File: src/hdl/aoc_pkg.sv
// Shared types and constants of the accelerometer offset calibrator.
package aoc_pkg;

  localparam int RawW     = 16;
  localparam int SampleW  = 14;
  localparam int FracW    = 16;
  localparam int OutW     = 32;
  localparam int SumW     = 32;
  localparam int OneGW    = 15;
  localparam int GainW    = 32;
  localparam int StatusW  = 2;
  localparam int AddrW    = 5;
  localparam int DataW    = 32;
  localparam int RegIdxW  = AddrW - 2;
  localparam int MagW     = 34;
  localparam int MulSteps = 34;
  localparam int DvdW     = 48;
  localparam int QuoW     = 33;
  localparam int StepCntW = 6;

  localparam logic [RegIdxW-1:0] REG_ONE_G    = 3'd0;
  localparam logic [RegIdxW-1:0] REG_GAIN     = 3'd1;
  localparam logic [RegIdxW-1:0] REG_SKIP_CAL = 3'd2;
  localparam logic [RegIdxW-1:0] REG_OFFSET_X = 3'd3;
  localparam logic [RegIdxW-1:0] REG_OFFSET_Y = 3'd4;
  localparam logic [RegIdxW-1:0] REG_OFFSET_Z = 3'd5;

  localparam logic [StatusW-1:0] STATUS_ABSORBED  = 2'd0;
  localparam logic [StatusW-1:0] STATUS_OFFSETS   = 2'd1;
  localparam logic [StatusW-1:0] STATUS_CORRECTED = 2'd2;

  localparam logic [OneGW-1:0] ONE_G_RESET = 15'd4096;
  localparam logic [GainW-1:0] GAIN_RESET  = 32'd10283385;

  typedef struct packed {
    logic [OneGW-1:0]       one_g_counts;
    logic [GainW-1:0]       gain_q32;
    logic                   skip_calibration;
    logic signed [OutW-1:0] stored_offset_x;
    logic signed [OutW-1:0] stored_offset_y;
    logic signed [OutW-1:0] stored_offset_z;
  } cfg_t;

endpackage

File: src/hdl/aoc_if.sv
// Sample and result channel interfaces of the accelerometer offset calibrator.
interface aoc_in_if;
  logic                                valid;
  logic                                ready;
  logic signed [aoc_pkg::RawW-1:0]     raw_x;
  logic signed [aoc_pkg::RawW-1:0]     raw_y;
  logic signed [aoc_pkg::RawW-1:0]     raw_z;
  modport source (output valid, output raw_x, output raw_y, output raw_z, input ready);
  modport sink (input valid, input raw_x, input raw_y, input raw_z, output ready);
endinterface

interface aoc_out_if;
  logic                                valid;
  logic                                ready;
  logic [aoc_pkg::StatusW-1:0]         status;
  logic signed [aoc_pkg::OutW-1:0]     out_x;
  logic signed [aoc_pkg::OutW-1:0]     out_y;
  logic signed [aoc_pkg::OutW-1:0]     out_z;
  modport source (output valid, output status, output out_x, output out_y, output out_z,
                  input ready);
  modport sink (input valid, input status, input out_x, input out_y, input out_z,
                output ready);
endinterface

File: src/hdl/aoc_regs.sv
// APB configuration registers of the accelerometer offset calibrator.
module aoc_regs (
  input  logic                        clk,
  input  logic                        rst,
  input  logic                        psel,
  input  logic                        penable,
  input  logic                        pwrite,
  input  logic [aoc_pkg::AddrW-1:0]   paddr,
  input  logic [aoc_pkg::DataW-1:0]   pwdata,
  output logic [aoc_pkg::DataW-1:0]   prdata,
  output logic                        pready,
  output aoc_pkg::cfg_t               cfg
);

  logic                          wr;
  logic [aoc_pkg::RegIdxW-1:0]   idx;

  assign wr     = psel && penable && pwrite;
  assign idx    = paddr[aoc_pkg::AddrW-1:2];
  assign pready = 1'b1;

  always_ff @(posedge clk) begin
    if (rst) begin
      cfg.one_g_counts     <= aoc_pkg::ONE_G_RESET;
      cfg.gain_q32         <= aoc_pkg::GAIN_RESET;
      cfg.skip_calibration <= 1'b0;
      cfg.stored_offset_x  <= '0;
      cfg.stored_offset_y  <= '0;
      cfg.stored_offset_z  <= '0;
    end else if (wr) begin
      case (idx)
        aoc_pkg::REG_ONE_G:    cfg.one_g_counts     <= pwdata[aoc_pkg::OneGW-1:0];
        aoc_pkg::REG_GAIN:     cfg.gain_q32         <= pwdata;
        aoc_pkg::REG_SKIP_CAL: cfg.skip_calibration <= pwdata[0];
        aoc_pkg::REG_OFFSET_X: cfg.stored_offset_x  <= pwdata;
        aoc_pkg::REG_OFFSET_Y: cfg.stored_offset_y  <= pwdata;
        aoc_pkg::REG_OFFSET_Z: cfg.stored_offset_z  <= pwdata;
        default: ;
      endcase
    end
  end

  always_comb begin
    case (idx)
      aoc_pkg::REG_ONE_G:    prdata = aoc_pkg::DataW'(cfg.one_g_counts);
      aoc_pkg::REG_GAIN:     prdata = cfg.gain_q32;
      aoc_pkg::REG_SKIP_CAL: prdata = aoc_pkg::DataW'(cfg.skip_calibration);
      aoc_pkg::REG_OFFSET_X: prdata = cfg.stored_offset_x;
      aoc_pkg::REG_OFFSET_Y: prdata = cfg.stored_offset_y;
      aoc_pkg::REG_OFFSET_Z: prdata = cfg.stored_offset_z;
      default:               prdata = '0;
    endcase
  end

endmodule

File: src/hdl/aoc_div.sv
// Bit-serial rounded division of an axis sum by the number of calibration samples summed.
module aoc_div #(
  parameter int DIVISOR = 99
) (
  input  logic                            clk,
  input  logic                            rst,
  input  logic                            start,
  input  logic signed [aoc_pkg::SumW-1:0] sum,
  output logic                            done,
  output logic signed [aoc_pkg::OutW-1:0] offset
);

  localparam int DivW = $clog2(DIVISOR + 1);
  localparam logic [aoc_pkg::QuoW-1:0] QuoLimit = aoc_pkg::QuoW'(1) << 31;

  logic                               busy;
  logic                               fin;
  logic [aoc_pkg::StepCntW-1:0]       cnt;
  logic                               neg;
  logic [aoc_pkg::DvdW-1:0]           dvd;
  logic [DivW-1:0]                    rem;
  logic [aoc_pkg::QuoW-1:0]           quo;
  logic                               ovf;
  logic [aoc_pkg::SumW-1:0]           mag;
  logic [DivW:0]                      trial;
  logic                               ge;
  logic [aoc_pkg::OutW-1:0]           qmag;

  assign mag   = sum[aoc_pkg::SumW-1] ? aoc_pkg::SumW'(-sum) : aoc_pkg::SumW'(sum);
  assign trial = {rem, dvd[aoc_pkg::DvdW-1]};
  assign ge    = trial >= (DivW + 1)'(DIVISOR);

  always_ff @(posedge clk) begin
    if (rst) begin
      busy <= 1'b0;
      fin  <= 1'b0;
      cnt  <= '0;
    end else begin
      fin <= 1'b0;
      if (start) begin
        busy <= 1'b1;
        cnt  <= '0;
      end else if (busy) begin
        cnt <= cnt + 1'b1;
        if (cnt == aoc_pkg::StepCntW'(aoc_pkg::DvdW - 1)) begin
          busy <= 1'b0;
          fin  <= 1'b1;
        end
      end
    end
  end

  always_ff @(posedge clk) begin
    if (start) begin
      neg <= sum[aoc_pkg::SumW-1];
      dvd <= {mag, 16'(DIVISOR / 2)};
      rem <= '0;
      quo <= '0;
      ovf <= 1'b0;
    end else if (busy) begin
      rem <= ge ? DivW'(trial - (DivW + 1)'(DIVISOR)) : trial[DivW-1:0];
      quo <= {quo[aoc_pkg::QuoW-2:0], ge};
      ovf <= ovf | quo[aoc_pkg::QuoW-1];
      dvd <= dvd << 1;
    end
  end

  assign done = fin;
  assign qmag = (ovf || quo > QuoLimit) ? 32'h8000_0000 : quo[aoc_pkg::OutW-1:0];

  always_comb begin
    if (neg) begin
      offset = -$signed(qmag);
    end else if (qmag[aoc_pkg::OutW-1]) begin
      offset = 32'sh7FFF_FFFF;
    end else begin
      offset = $signed(qmag);
    end
  end

endmodule

File: src/hdl/aoc_mul.sv
// Bit-serial scaling of a counts value by the gain, rounded and saturated.
module aoc_mul (
  input  logic                             clk,
  input  logic                             rst,
  input  logic                             start,
  input  logic signed [aoc_pkg::MagW-1:0]  value,
  input  logic [aoc_pkg::GainW-1:0]        gain,
  output logic                             done,
  output logic signed [aoc_pkg::OutW-1:0]  result
);

  logic                               busy;
  logic                               fin;
  logic [aoc_pkg::StepCntW-1:0]       cnt;
  logic                               neg;
  logic [aoc_pkg::MagW-1:0]           mag;
  logic [aoc_pkg::GainW-1:0]          acc;
  logic [2:0]                         lowb;
  logic [aoc_pkg::GainW:0]            psum;
  logic [aoc_pkg::MagW:0]             rnd;

  assign psum = {1'b0, acc} + (mag[0] ? {1'b0, gain} : '0);

  always_ff @(posedge clk) begin
    if (rst) begin
      busy <= 1'b0;
      fin  <= 1'b0;
      cnt  <= '0;
    end else begin
      fin <= 1'b0;
      if (start) begin
        busy <= 1'b1;
        cnt  <= '0;
      end else if (busy) begin
        cnt <= cnt + 1'b1;
        if (cnt == aoc_pkg::StepCntW'(aoc_pkg::MulSteps - 1)) begin
          busy <= 1'b0;
          fin  <= 1'b1;
        end
      end
    end
  end

  always_ff @(posedge clk) begin
    if (start) begin
      neg  <= value[aoc_pkg::MagW-1];
      mag  <= value[aoc_pkg::MagW-1] ? $unsigned(-value) : $unsigned(value);
      acc  <= '0;
      lowb <= '0;
    end else if (busy) begin
      acc  <= psum[aoc_pkg::GainW:1];
      lowb <= {psum[0], lowb[2:1]};
      mag  <= mag >> 1;
    end
  end

  assign done = fin;
  assign rnd  = {1'b0, acc, lowb[2:1]} + (aoc_pkg::MagW + 1)'(lowb[0]);

  always_comb begin
    if (neg) begin
      if (rnd > (aoc_pkg::MagW + 1)'(33'h0_8000_0000)) begin
        result = 32'sh8000_0000;
      end else begin
        result = -$signed(rnd[aoc_pkg::OutW-1:0]);
      end
    end else if (|rnd[aoc_pkg::MagW:aoc_pkg::OutW-1]) begin
      result = 32'sh7FFF_FFFF;
    end else begin
      result = $signed(rnd[aoc_pkg::OutW-1:0]);
    end
  end

endmodule

File: src/hdl/accel_offset_calibrator_core.sv
// Top level of the accelerometer offset calibrator with its sequencer.
//
//   Channel   Direction  Contents
//   samples   in         raw_x, raw_y, raw_z: one accelerometer sample
//   results   out        status, out_x, out_y, out_z: one result per sample
//   APB       in/out     configuration registers at byte address 4*i
//
// A sample absorbed into calibration takes no multiplier or divider pass; a corrected sample
// takes three passes through the 34-step serial multiplier; the sample that ends
// calibration adds a 48-step serial divider pass per axis.
// Reset is synchronous and clears the sums, the offsets and the calibration progress.
// A new sample is taken while a finished result waits in the output register.
module accel_offset_calibrator_core #(
  parameter int CAL_SAMPLES = 100
) (
  input  logic                        clk,
  input  logic                        rst,
  input  logic                        psel,
  input  logic                        penable,
  input  logic                        pwrite,
  input  logic [aoc_pkg::AddrW-1:0]   paddr,
  input  logic [aoc_pkg::DataW-1:0]   pwdata,
  output logic [aoc_pkg::DataW-1:0]   prdata,
  output logic                        pready,
  aoc_in_if.sink                      samples,
  aoc_out_if.source                   results
);

  localparam int Divisor = CAL_SAMPLES - 1;
  localparam int CntW    = $clog2(CAL_SAMPLES + 1);

  localparam logic [2:0] ST_IDLE     = 3'd0;
  localparam logic [2:0] ST_DIV_GO   = 3'd1;
  localparam logic [2:0] ST_DIV_WAIT = 3'd2;
  localparam logic [2:0] ST_MUL_GO   = 3'd3;
  localparam logic [2:0] ST_MUL_WAIT = 3'd4;
  localparam logic [2:0] ST_FINISH   = 3'd5;

  localparam logic [1:0] AXIS_X = 2'd0;
  localparam logic [1:0] AXIS_Y = 2'd1;
  localparam logic [1:0] AXIS_Z = 2'd2;

  aoc_pkg::cfg_t cfg;

  logic [2:0]                              state;
  logic [1:0]                              axis;
  logic                                    ending;
  logic                                    use_stored;
  logic                                    calibrated;
  logic [CntW-1:0]                         sample_count;
  logic signed [aoc_pkg::SampleW-1:0]      smp [3];
  logic signed [aoc_pkg::SumW-1:0]         sums [3];
  logic signed [aoc_pkg::OutW-1:0]         learned [3];
  logic signed [aoc_pkg::OutW-1:0]         res [3];
  logic [aoc_pkg::StatusW-1:0]             status_r;
  logic                                    div_go;
  logic signed [aoc_pkg::SumW-1:0]         div_sum;
  logic                                    mul_go;
  logic signed [aoc_pkg::MagW-1:0]         mul_value;
  logic                                    out_valid;
  logic [aoc_pkg::StatusW-1:0]             out_status;
  logic signed [aoc_pkg::OutW-1:0]         out_x;
  logic signed [aoc_pkg::OutW-1:0]         out_y;
  logic signed [aoc_pkg::OutW-1:0]         out_z;

  logic                                    accept;
  logic                                    out_load;
  logic                                    div_done;
  logic signed [aoc_pkg::OutW-1:0]         div_off;
  logic                                    mul_done;
  logic signed [aoc_pkg::OutW-1:0]         mul_res;
  logic signed [aoc_pkg::OutW-1:0]         stored_sel;
  logic signed [aoc_pkg::OutW-1:0]         off_sel;
  logic signed [aoc_pkg::SampleW+aoc_pkg::FracW-1:0] smp_q16;
  logic signed [aoc_pkg::MagW-1:0]         mul_in;
  logic signed [aoc_pkg::SampleW-1:0]      in_x;
  logic signed [aoc_pkg::SampleW-1:0]      in_y;
  logic signed [aoc_pkg::SampleW-1:0]      in_z;

  aoc_regs u_regs (
    .clk     (clk),
    .rst     (rst),
    .psel    (psel),
    .penable (penable),
    .pwrite  (pwrite),
    .paddr   (paddr),
    .pwdata  (pwdata),
    .prdata  (prdata),
    .pready  (pready),
    .cfg     (cfg)
  );

  aoc_div #(.DIVISOR(Divisor)) u_div (
    .clk    (clk),
    .rst    (rst),
    .start  (div_go),
    .sum    (div_sum),
    .done   (div_done),
    .offset (div_off)
  );

  aoc_mul u_mul (
    .clk    (clk),
    .rst    (rst),
    .start  (mul_go),
    .value  (mul_value),
    .gain   (cfg.gain_q32),
    .done   (mul_done),
    .result (mul_res)
  );

  assign samples.ready  = (state == ST_IDLE) && !rst;
  assign accept         = samples.valid && samples.ready;
  assign out_load       = (state == ST_FINISH) && (!out_valid || results.ready);

  assign results.valid  = out_valid;
  assign results.status = out_status;
  assign results.out_x  = out_x;
  assign results.out_y  = out_y;
  assign results.out_z  = out_z;

  assign in_x = samples.raw_x[aoc_pkg::RawW-1:2];
  assign in_y = samples.raw_y[aoc_pkg::RawW-1:2];
  assign in_z = samples.raw_z[aoc_pkg::RawW-1:2];

  always_comb begin
    case (axis)
      AXIS_X:  stored_sel = cfg.stored_offset_x;
      AXIS_Y:  stored_sel = cfg.stored_offset_y;
      default: stored_sel = cfg.stored_offset_z;
    endcase
  end

  assign off_sel = use_stored ? stored_sel : learned[axis];
  assign smp_q16 = {smp[axis], {aoc_pkg::FracW{1'b0}}};
  assign mul_in  = ending ? aoc_pkg::MagW'(learned[axis])
                          : aoc_pkg::MagW'(smp_q16) - aoc_pkg::MagW'(off_sel);

  always_ff @(posedge clk) begin
    if (rst) begin
      state        <= ST_IDLE;
      axis         <= AXIS_X;
      ending       <= 1'b0;
      use_stored   <= 1'b0;
      calibrated   <= 1'b0;
      sample_count <= '0;
      div_go       <= 1'b0;
      mul_go       <= 1'b0;
      out_valid    <= 1'b0;
      for (int i = 0; i < 3; i++) begin
        sums[i]    <= '0;
        learned[i] <= '0;
      end
    end else begin
      div_go <= 1'b0;
      mul_go <= 1'b0;
      case (state)
        ST_IDLE: begin
          if (accept) begin
            smp[0] <= in_x;
            smp[1] <= in_y;
            smp[2] <= in_z;
            axis   <= AXIS_X;
            if (cfg.skip_calibration || calibrated) begin
              ending     <= 1'b0;
              use_stored <= cfg.skip_calibration;
              status_r   <= aoc_pkg::STATUS_CORRECTED;
              state      <= ST_MUL_GO;
            end else if (sample_count == '0) begin
              for (int i = 0; i < 3; i++) begin
                sums[i] <= '0;
                res[i]  <= '0;
              end
              sample_count <= CntW'(1);
              status_r     <= aoc_pkg::STATUS_ABSORBED;
              state        <= ST_FINISH;
            end else if (sample_count < CntW'(CAL_SAMPLES)) begin
              sums[0] <= sums[0] + aoc_pkg::SumW'(in_x);
              sums[1] <= sums[1] + aoc_pkg::SumW'(in_y);
              sums[2] <= sums[2] + aoc_pkg::SumW'(in_z)
                         - aoc_pkg::SumW'(cfg.one_g_counts);
              for (int i = 0; i < 3; i++) begin
                res[i] <= '0;
              end
              sample_count <= sample_count + 1'b1;
              status_r     <= aoc_pkg::STATUS_ABSORBED;
              state        <= ST_FINISH;
            end else begin
              ending   <= 1'b1;
              status_r <= aoc_pkg::STATUS_OFFSETS;
              state    <= ST_DIV_GO;
            end
          end
        end
        ST_DIV_GO: begin
          div_sum <= sums[axis];
          div_go  <= 1'b1;
          state   <= ST_DIV_WAIT;
        end
        ST_DIV_WAIT: begin
          if (div_done) begin
            learned[axis] <= div_off;
            state         <= ST_MUL_GO;
          end
        end
        ST_MUL_GO: begin
          mul_value <= mul_in;
          mul_go    <= 1'b1;
          state     <= ST_MUL_WAIT;
        end
        ST_MUL_WAIT: begin
          if (mul_done) begin
            res[axis] <= mul_res;
            if (axis == AXIS_Z) begin
              if (ending) begin
                calibrated <= 1'b1;
              end
              state <= ST_FINISH;
            end else begin
              axis  <= axis + 1'b1;
              state <= ending ? ST_DIV_GO : ST_MUL_GO;
            end
          end
        end
        ST_FINISH: begin
          if (out_load) begin
            state <= ST_IDLE;
          end
        end
        default: state <= ST_IDLE;
      endcase

      if (out_load) begin
        out_valid  <= 1'b1;
        out_status <= status_r;
        out_x      <= res[0];
        out_y      <= res[1];
        out_z      <= res[2];
      end else if (results.ready) begin
        out_valid <= 1'b0;
      end
    end
  end

endmodule

File: src/flat_wrapper.sv
// flat-port wrapper written by rule: the top's interface ports become plain ports
module accel_offset_calibrator_core_flat 
#(
  parameter int CAL_SAMPLES = 100
)
  (clk, rst, psel, penable, pwrite, paddr, pwdata, prdata, pready, samples_valid, samples_raw_x, samples_raw_y, samples_raw_z, samples_ready, results_valid, results_status, results_out_x, results_out_y, results_out_z, results_ready);
  aoc_in_if samples_i ();
  aoc_out_if results_i ();
  input  logic clk;
  input  logic rst;
  input  logic psel;
  input  logic penable;
  input  logic pwrite;
  input  logic [aoc_pkg::AddrW-1:0] paddr;
  input  logic [aoc_pkg::DataW-1:0] pwdata;
  output logic [aoc_pkg::DataW-1:0] prdata;
  output logic pready;
  input wire logic [$bits(samples_i.valid)-1:0] samples_valid;
  input wire logic [$bits(samples_i.raw_x)-1:0] samples_raw_x;
  input wire logic [$bits(samples_i.raw_y)-1:0] samples_raw_y;
  input wire logic [$bits(samples_i.raw_z)-1:0] samples_raw_z;
  output wire logic [$bits(samples_i.ready)-1:0] samples_ready;
  output wire logic [$bits(results_i.valid)-1:0] results_valid;
  output wire logic [$bits(results_i.status)-1:0] results_status;
  output wire logic [$bits(results_i.out_x)-1:0] results_out_x;
  output wire logic [$bits(results_i.out_y)-1:0] results_out_y;
  output wire logic [$bits(results_i.out_z)-1:0] results_out_z;
  input wire logic [$bits(results_i.ready)-1:0] results_ready;
  assign samples_i.valid = samples_valid;
  assign samples_i.raw_x = samples_raw_x;
  assign samples_i.raw_y = samples_raw_y;
  assign samples_i.raw_z = samples_raw_z;
  assign samples_ready = samples_i.ready;
  assign results_valid = results_i.valid;
  assign results_status = results_i.status;
  assign results_out_x = results_i.out_x;
  assign results_out_y = results_i.out_y;
  assign results_out_z = results_i.out_z;
  assign results_i.ready = results_ready;
  accel_offset_calibrator_core #(.CAL_SAMPLES(CAL_SAMPLES)) u_core (.clk(clk), .rst(rst), .psel(psel), .penable(penable), .pwrite(pwrite), .paddr(paddr), .pwdata(pwdata), .prdata(prdata), .pready(pready), .samples(samples_i), .results(results_i));
endmodule
File: config.mk
export PLATFORM = sky130hd
export DESIGN_NAME = accel_offset_calibrator_core_flat
export DESIGN_NICKNAME = d
export VERILOG_FILES = /design/src/hdl/aoc_pkg.sv /design/src/hdl/aoc_if.sv /design/src/hdl/aoc_regs.sv /design/src/hdl/aoc_div.sv /design/src/hdl/aoc_mul.sv /design/src/hdl/accel_offset_calibrator_core.sv /design/src/flat_wrapper.sv
export SDC_FILE = /design/constraint.sdc
export NUM_CORES = 2
export LEC_CHECK = 0
export CAP_MARGIN = 30
export CORE_MARGIN = 2
export CORE_UTILIZATION = 55
export DETAILED_ROUTE_END_ITERATION = 16
export DONT_BUFFER_PORTS = 1
export GPL_TIMING_DRIVEN = 0
export HOLD_SLACK_MARGIN = 0.06
export PLACE_DENSITY = 0.82
export SKIP_CTS_REPAIR_TIMING = 1
export SYNTH_ARGS = -nofsm -noshare
export SYNTH_HDL_FRONTEND = slang
export SYNTH_SLANG_ARGS = --single-unit
export TNS_END_PERCENT = 20
File: constraint.sdc
create_clock -name clk -period 16.4 [get_ports clk]
set_input_delay 0.82 -clock clk [delete_from_list [all_inputs] [get_ports clk]]
set_output_delay 0.82 -clock clk [all_outputs]
set_load 0.05 [all_outputs]
==> results.md <==
- Sorting the synthesized cells by how often they occur yields sky130_fd_sc_hd__edfxtp_1, sky130_fd_sc_hd__nand2_1, sky130_fd_sc_hd__nor2_1.
- The biggest cell delay along the critical path is 800 ps.
- The flow ran to the end, and the final reports show no timing, DRC or antenna violations.
- The worst hold path begins at samples_raw_y[14].
- The first global-routing pass estimated 203 mm of wire.
- Among all flip-flop cells after synthesis, the most frequent one is sky130_fd_sc_hd__edfxtp_1.
- The pin slew with the least headroom to its limit is 1080 ps.
- For this design, the sink count on the clock tree is 867.
- Across the routed clock network, the largest skew measured is 26.6 ps.
- Detailed routing inserted a total of 36800 vias.
- In this run, CTS created clock tree buffers numbering 91.
- The synthesized netlist occupies a cell area of 46400 um^2.
- For the worst setup path, the data required time is 16800 ps.
- The worst setup path is launched from a register.
- The number of global-route vias before repair is 34600.
- The critical path in this run is classified as register to register.
- The clock insertion delay at the later pin of the skew report is 660 ps.
- Dividing the detail-routed via count by the number of cells gives 6.20.
- The first detailed-routing pass took 7 iterations.
- In this run the worst setup path begins at u_core.axis[0]$_SDFFE_PP0P_.
- After routing the design area is 51500 um^2.
- Compared with the post-synthesis result, the final layout area differs by 10.9%.
- The proportion of synthesized flip-flops having asynchronous set or reset is 0%.
- The distinct cell type count after synthesis is 91.
- The count of input and output buffers is 0.
- The kind of path behind the tightest hold check is primary input to register.
- The power per standard cell area is 133 nW/um^2.
- The top fanout value on the critical path is 10.
- The iteration-0 DRC count of the detailed router is 4308.
- After legalization and detailed placement, the total HPWL measured 101 mm.
- Walking the worst path, the cells encountered are clkbuf_1 > buf_1 > inv_1 > ha_1 > buf_2 > nor2_1 > clkbuf_1 > clkbuf_1 > buf_1 > nand2_1 > nand3_1 > o21ai_0 > ha_1 > clkbuf_1 > a21o_1 > a21o_1 > a21oi_1 > o21ai_0 > a221o_1 > a21oi_1 > xor2_1 > o21ai_0.
- The number of pins with negative max-slew slack in the final report was 0.
- TritonCTS built the clock tree.
- The post-detailed-route DRC marker count is 0.
- For the finished layout, the period the worst path requires is 7120 ps.
- The die covers 86700 um^2.
- The fill cell instance count of the final layout is 6602.
- The ratio of final minimum period to clock period is 43.4%.
- The count of pins on the block boundary is 225.
- The count of nets left with antenna violations once routing finished came out at 0.
- The synthesized design contains 595 enable-type register cells.
- From left edge to right edge, the die measures 294 um.
- The setup TNS is 0 ps.
- The critical path endpoint category is a register.
- The worst hold margin is 249 ps.
- Setup repair after global routing left no endpoint under its margin.
- The startpoint identified for the worst register-to-register timing path is u_core.axis[0]$_SDFFE_PP0P_.
- The level count of the clock H-tree is 3.
- The routed length per instance is 22.7 um.
- The initial antenna violation count is 13.
- After synthesis the netlist holds a flip-flop and latch count of 867.
- The effective utilization at floorplan is 55.5%.
- The CTS root buffer is sky130_fd_sc_hd__clkbuf_16.
- The worst IR drop on VDD is 0.0939 mV.
- The cell family contributing the most delay on the critical path is buffers and inverters.
- Across every metal layer, demand over resource in global routing totals 30.6%.
- The area of the core is 83600 um^2.
- The worst-case clock buffer depth is 3.
- The layout cell share with drive strength beyond 1 is 6.78%.
- The analysis attributes to cell leakage a power of 19.1 nW.
- The non-filler instance count after layout is 5936.
- Across all setup checks in the final design, the least slack found is 9280 ps.
- The post-synthesis cell count is 4639.
- Global routing finished with a remaining overflow of 0.
- The cell seen most often among critical-path stages is sky130_fd_sc_hd__clkbuf_1.
- Counting both buffers and inverters, the worst setup path holds a total of 8.
- Yosys printed 0 warnings.
- The hold violation total from the final report came to 0.
- The largest total area in the synthesized netlist belongs to sky130_fd_sc_hd__edfxtp_1.
- The library cell contributing the largest single delay on the critical path is sky130_fd_sc_hd__buf_1.
- The number of placed cells counting well taps is 5756.
- The share of the synthesized area in the top cell type is 38.5%.
- For the worst setup path, the data arrival time is 7520 ps.
- The total nets after synthesis is 4924.
- The setup-violating endpoint count in the final report is 0.
- Routability-driven placement finished with a final weighted congestion of 0.994.
- Sequential elements use 50.3% of the synthesized area.
- From bottom edge to top edge, the die measures 294 um.
- After detailed placement, the total cell area comes to 48300 um^2.
- Measured on the finished design, the core utilization comes to 61.6%.
- The maximum number of pins on one net before global-route repair is 62.
- The worst slack at placement is 9590 ps.
- After synthesis, the cell types taking the most area are sky130_fd_sc_hd__edfxtp_1, sky130_fd_sc_hd__dfxtp_1, sky130_fd_sc_hd__nand2_1, sky130_fd_sc_hd__ha_1, sky130_fd_sc_hd__nor2_1.
- The total of max-cap violations is 0.
- The clock transition time at the flip-flop clock pins of the worst setup and hold paths is 60 ps.
- The number of cell rows is 106.
- At the end of the flow, the number of nets in the layout was 5059.
- The maximum operating frequency is 141 MHz.
- The mean instance size in the synthesized netlist is 10.0 um^2.
- The design draws 6.82 mW.
- Measured against its own limit, the worst slew margin works out to 27.1%.
- Summed over all layers, the routed wires come to 135 mm.
[power by group]
group	internal, mW	switching (mW)	leakage [nW]	total [mW]
clock network	1.28	0.900	1.56	2.18
registers	2.64	0.180	7.92	2.82
logic	0.672	1.14	9.63	1.81
total	4.60	2.22	19.1	6.82
[final timing paths]
check                              endpoint  slack [ps]  cells past startpoint
max          u_core.mul_value[30]$_DFFE_PP_        9280                     22
min             u_core.smp[1][12]$_DFFE_PP_         250                      0
max reg2reg  u_core.mul_value[30]$_DFFE_PP_        9280                     22
min reg2reg      results_out_z[3]$_DFFE_PP_         410                      0
[cell usage in the layout (no fill, tap or decap), types with 32 or more instances in the layout]
| cell type | instances |
|---|---|
| sky130_fd_sc_hd__xor2_1 | 109 |
| sky130_fd_sc_hd__xnor2_1 | 132 |
| sky130_fd_sc_hd__clkbuf_16 | 93 |
| sky130_fd_sc_hd__and2_1 | 50 |
| sky130_fd_sc_hd__ha_1 | 175 |
| sky130_fd_sc_hd__nand2b_1 | 34 |
| sky130_fd_sc_hd__or3_1 | 39 |
| sky130_fd_sc_hd__a22o_1 | 49 |
| sky130_fd_sc_hd__a21o_1 | 86 |
| sky130_fd_sc_hd__edfxtp_1 | 595 |
| sky130_fd_sc_hd__a21oi_1 | 325 |
| sky130_fd_sc_hd__a31oi_1 | 32 |
| sky130_fd_sc_hd__and3_1 | 40 |
| sky130_fd_sc_hd__nor2_1 | 498 |
| sky130_fd_sc_hd__o21a_1 | 42 |
| sky130_fd_sc_hd__a22oi_1 | 67 |
| sky130_fd_sc_hd__o21ai_0 | 218 |
| sky130_fd_sc_hd__clkbuf_1 | 228 |
| sky130_fd_sc_hd__nor3_1 | 83 |
| sky130_fd_sc_hd__mux2i_1 | 120 |
| sky130_fd_sc_hd__nand3_1 | 66 |
| sky130_fd_sc_hd__mux4_2 | 39 |
| sky130_fd_sc_hd__inv_1 | 208 |
| sky130_fd_sc_hd__nand2_1 | 595 |
| sky130_fd_sc_hd__dfxtp_1 | 272 |
[metal layers]
| layer | track usage [%] | wire [um] | vias up |
|---|---|---|---|
| met4 | 16.2 | 7920 | 16 |
| met5 | 0 | 106 | - |
| met1 | 38.4 | 51100 | 17400 |
| met3 | 8.52 | 14000 | 442 |
| li1 | - | - | 17000 |
| met2 | 48.1 | 61400 | 1916 |
[flip-flops by register name (all words and copies together), names as in the netlist, 6 cells and up, named ones only]
register,count
results_out_x,32
results_out_y,32
results_out_z,32
u_core.div_sum,32
u_core.learned,128
u_core.mul_value,33
u_core.res,96
u_core.sample_count,7
u_core.smp,42
u_core.sums,96
u_core.u_div.cnt,6
u_core.u_div.dvd,48
u_core.u_div.quo,33
u_core.u_div.rem,7
u_core.u_mul.acc,32
u_core.u_mul.cnt,6
u_core.u_mul.mag,34
u_core.u_regs.cfg,144
[worst register-to-register path: stages (launching register included)]
cell,delay (ps)
sky130_fd_sc_hd__dfxtp_1,470
sky130_fd_sc_hd__clkbuf_1,480
sky130_fd_sc_hd__buf_1,800
sky130_fd_sc_hd__inv_1,170
sky130_fd_sc_hd__ha_1,290
sky130_fd_sc_hd__buf_2,200
sky130_fd_sc_hd__nor2_1,260
sky130_fd_sc_hd__clkbuf_1,520
sky130_fd_sc_hd__clkbuf_1,530
sky130_fd_sc_hd__buf_1,470
sky130_fd_sc_hd__nand2_1,100
sky130_fd_sc_hd__nand3_1,220
sky130_fd_sc_hd__o21ai_0,140
sky130_fd_sc_hd__ha_1,280
sky130_fd_sc_hd__clkbuf_1,200
sky130_fd_sc_hd__a21o_1,220
sky130_fd_sc_hd__a21o_1,170
sky130_fd_sc_hd__a21oi_1,220
sky130_fd_sc_hd__o21ai_0,140
sky130_fd_sc_hd__a221o_1,360
sky130_fd_sc_hd__a21oi_1,180
sky130_fd_sc_hd__xor2_1,80
sky130_fd_sc_hd__o21ai_0,350
[final cells by class]
| type | instances | area (um^2) | share of cell area (%) |
|---|---|---|---|
| Timing Repair Buffer | 42 | 464 | 0.902 |
| Antenna cell | 5 | 12.5 | 0.0243 |
| Buffer | 260 | 1000 | 1.95 |
| Sequential cell | 867 | 23300 | 45.3 |
| Clock inverter | 53 | 634 | 1.23 |
| Multi-Input combinational cell | 3300 | 21400 | 41.5 |
| Inverter | 212 | 796 | 1.55 |
| Clock buffer | 117 | 2520 | 4.89 |
| Tap cell | 1080 | 1350 | 2.63 |
[kinds of logic after synthesis]
| group | share of synthesized area, % |
|---|---|
| adder cells (fa/ha/maj) | 5.50 |
| AND/OR/NAND/NOR | 15.9 |
| XOR/XNOR | 4.55 |
| flip-flops | 50.3 |
| multiplexers | 4.99 |
| AO/OA/AOI/OAI | 14.9 |
| buffers and inverters | 3.88 |
| other | 0.0162 |
(Power assumes the default switching activity.)
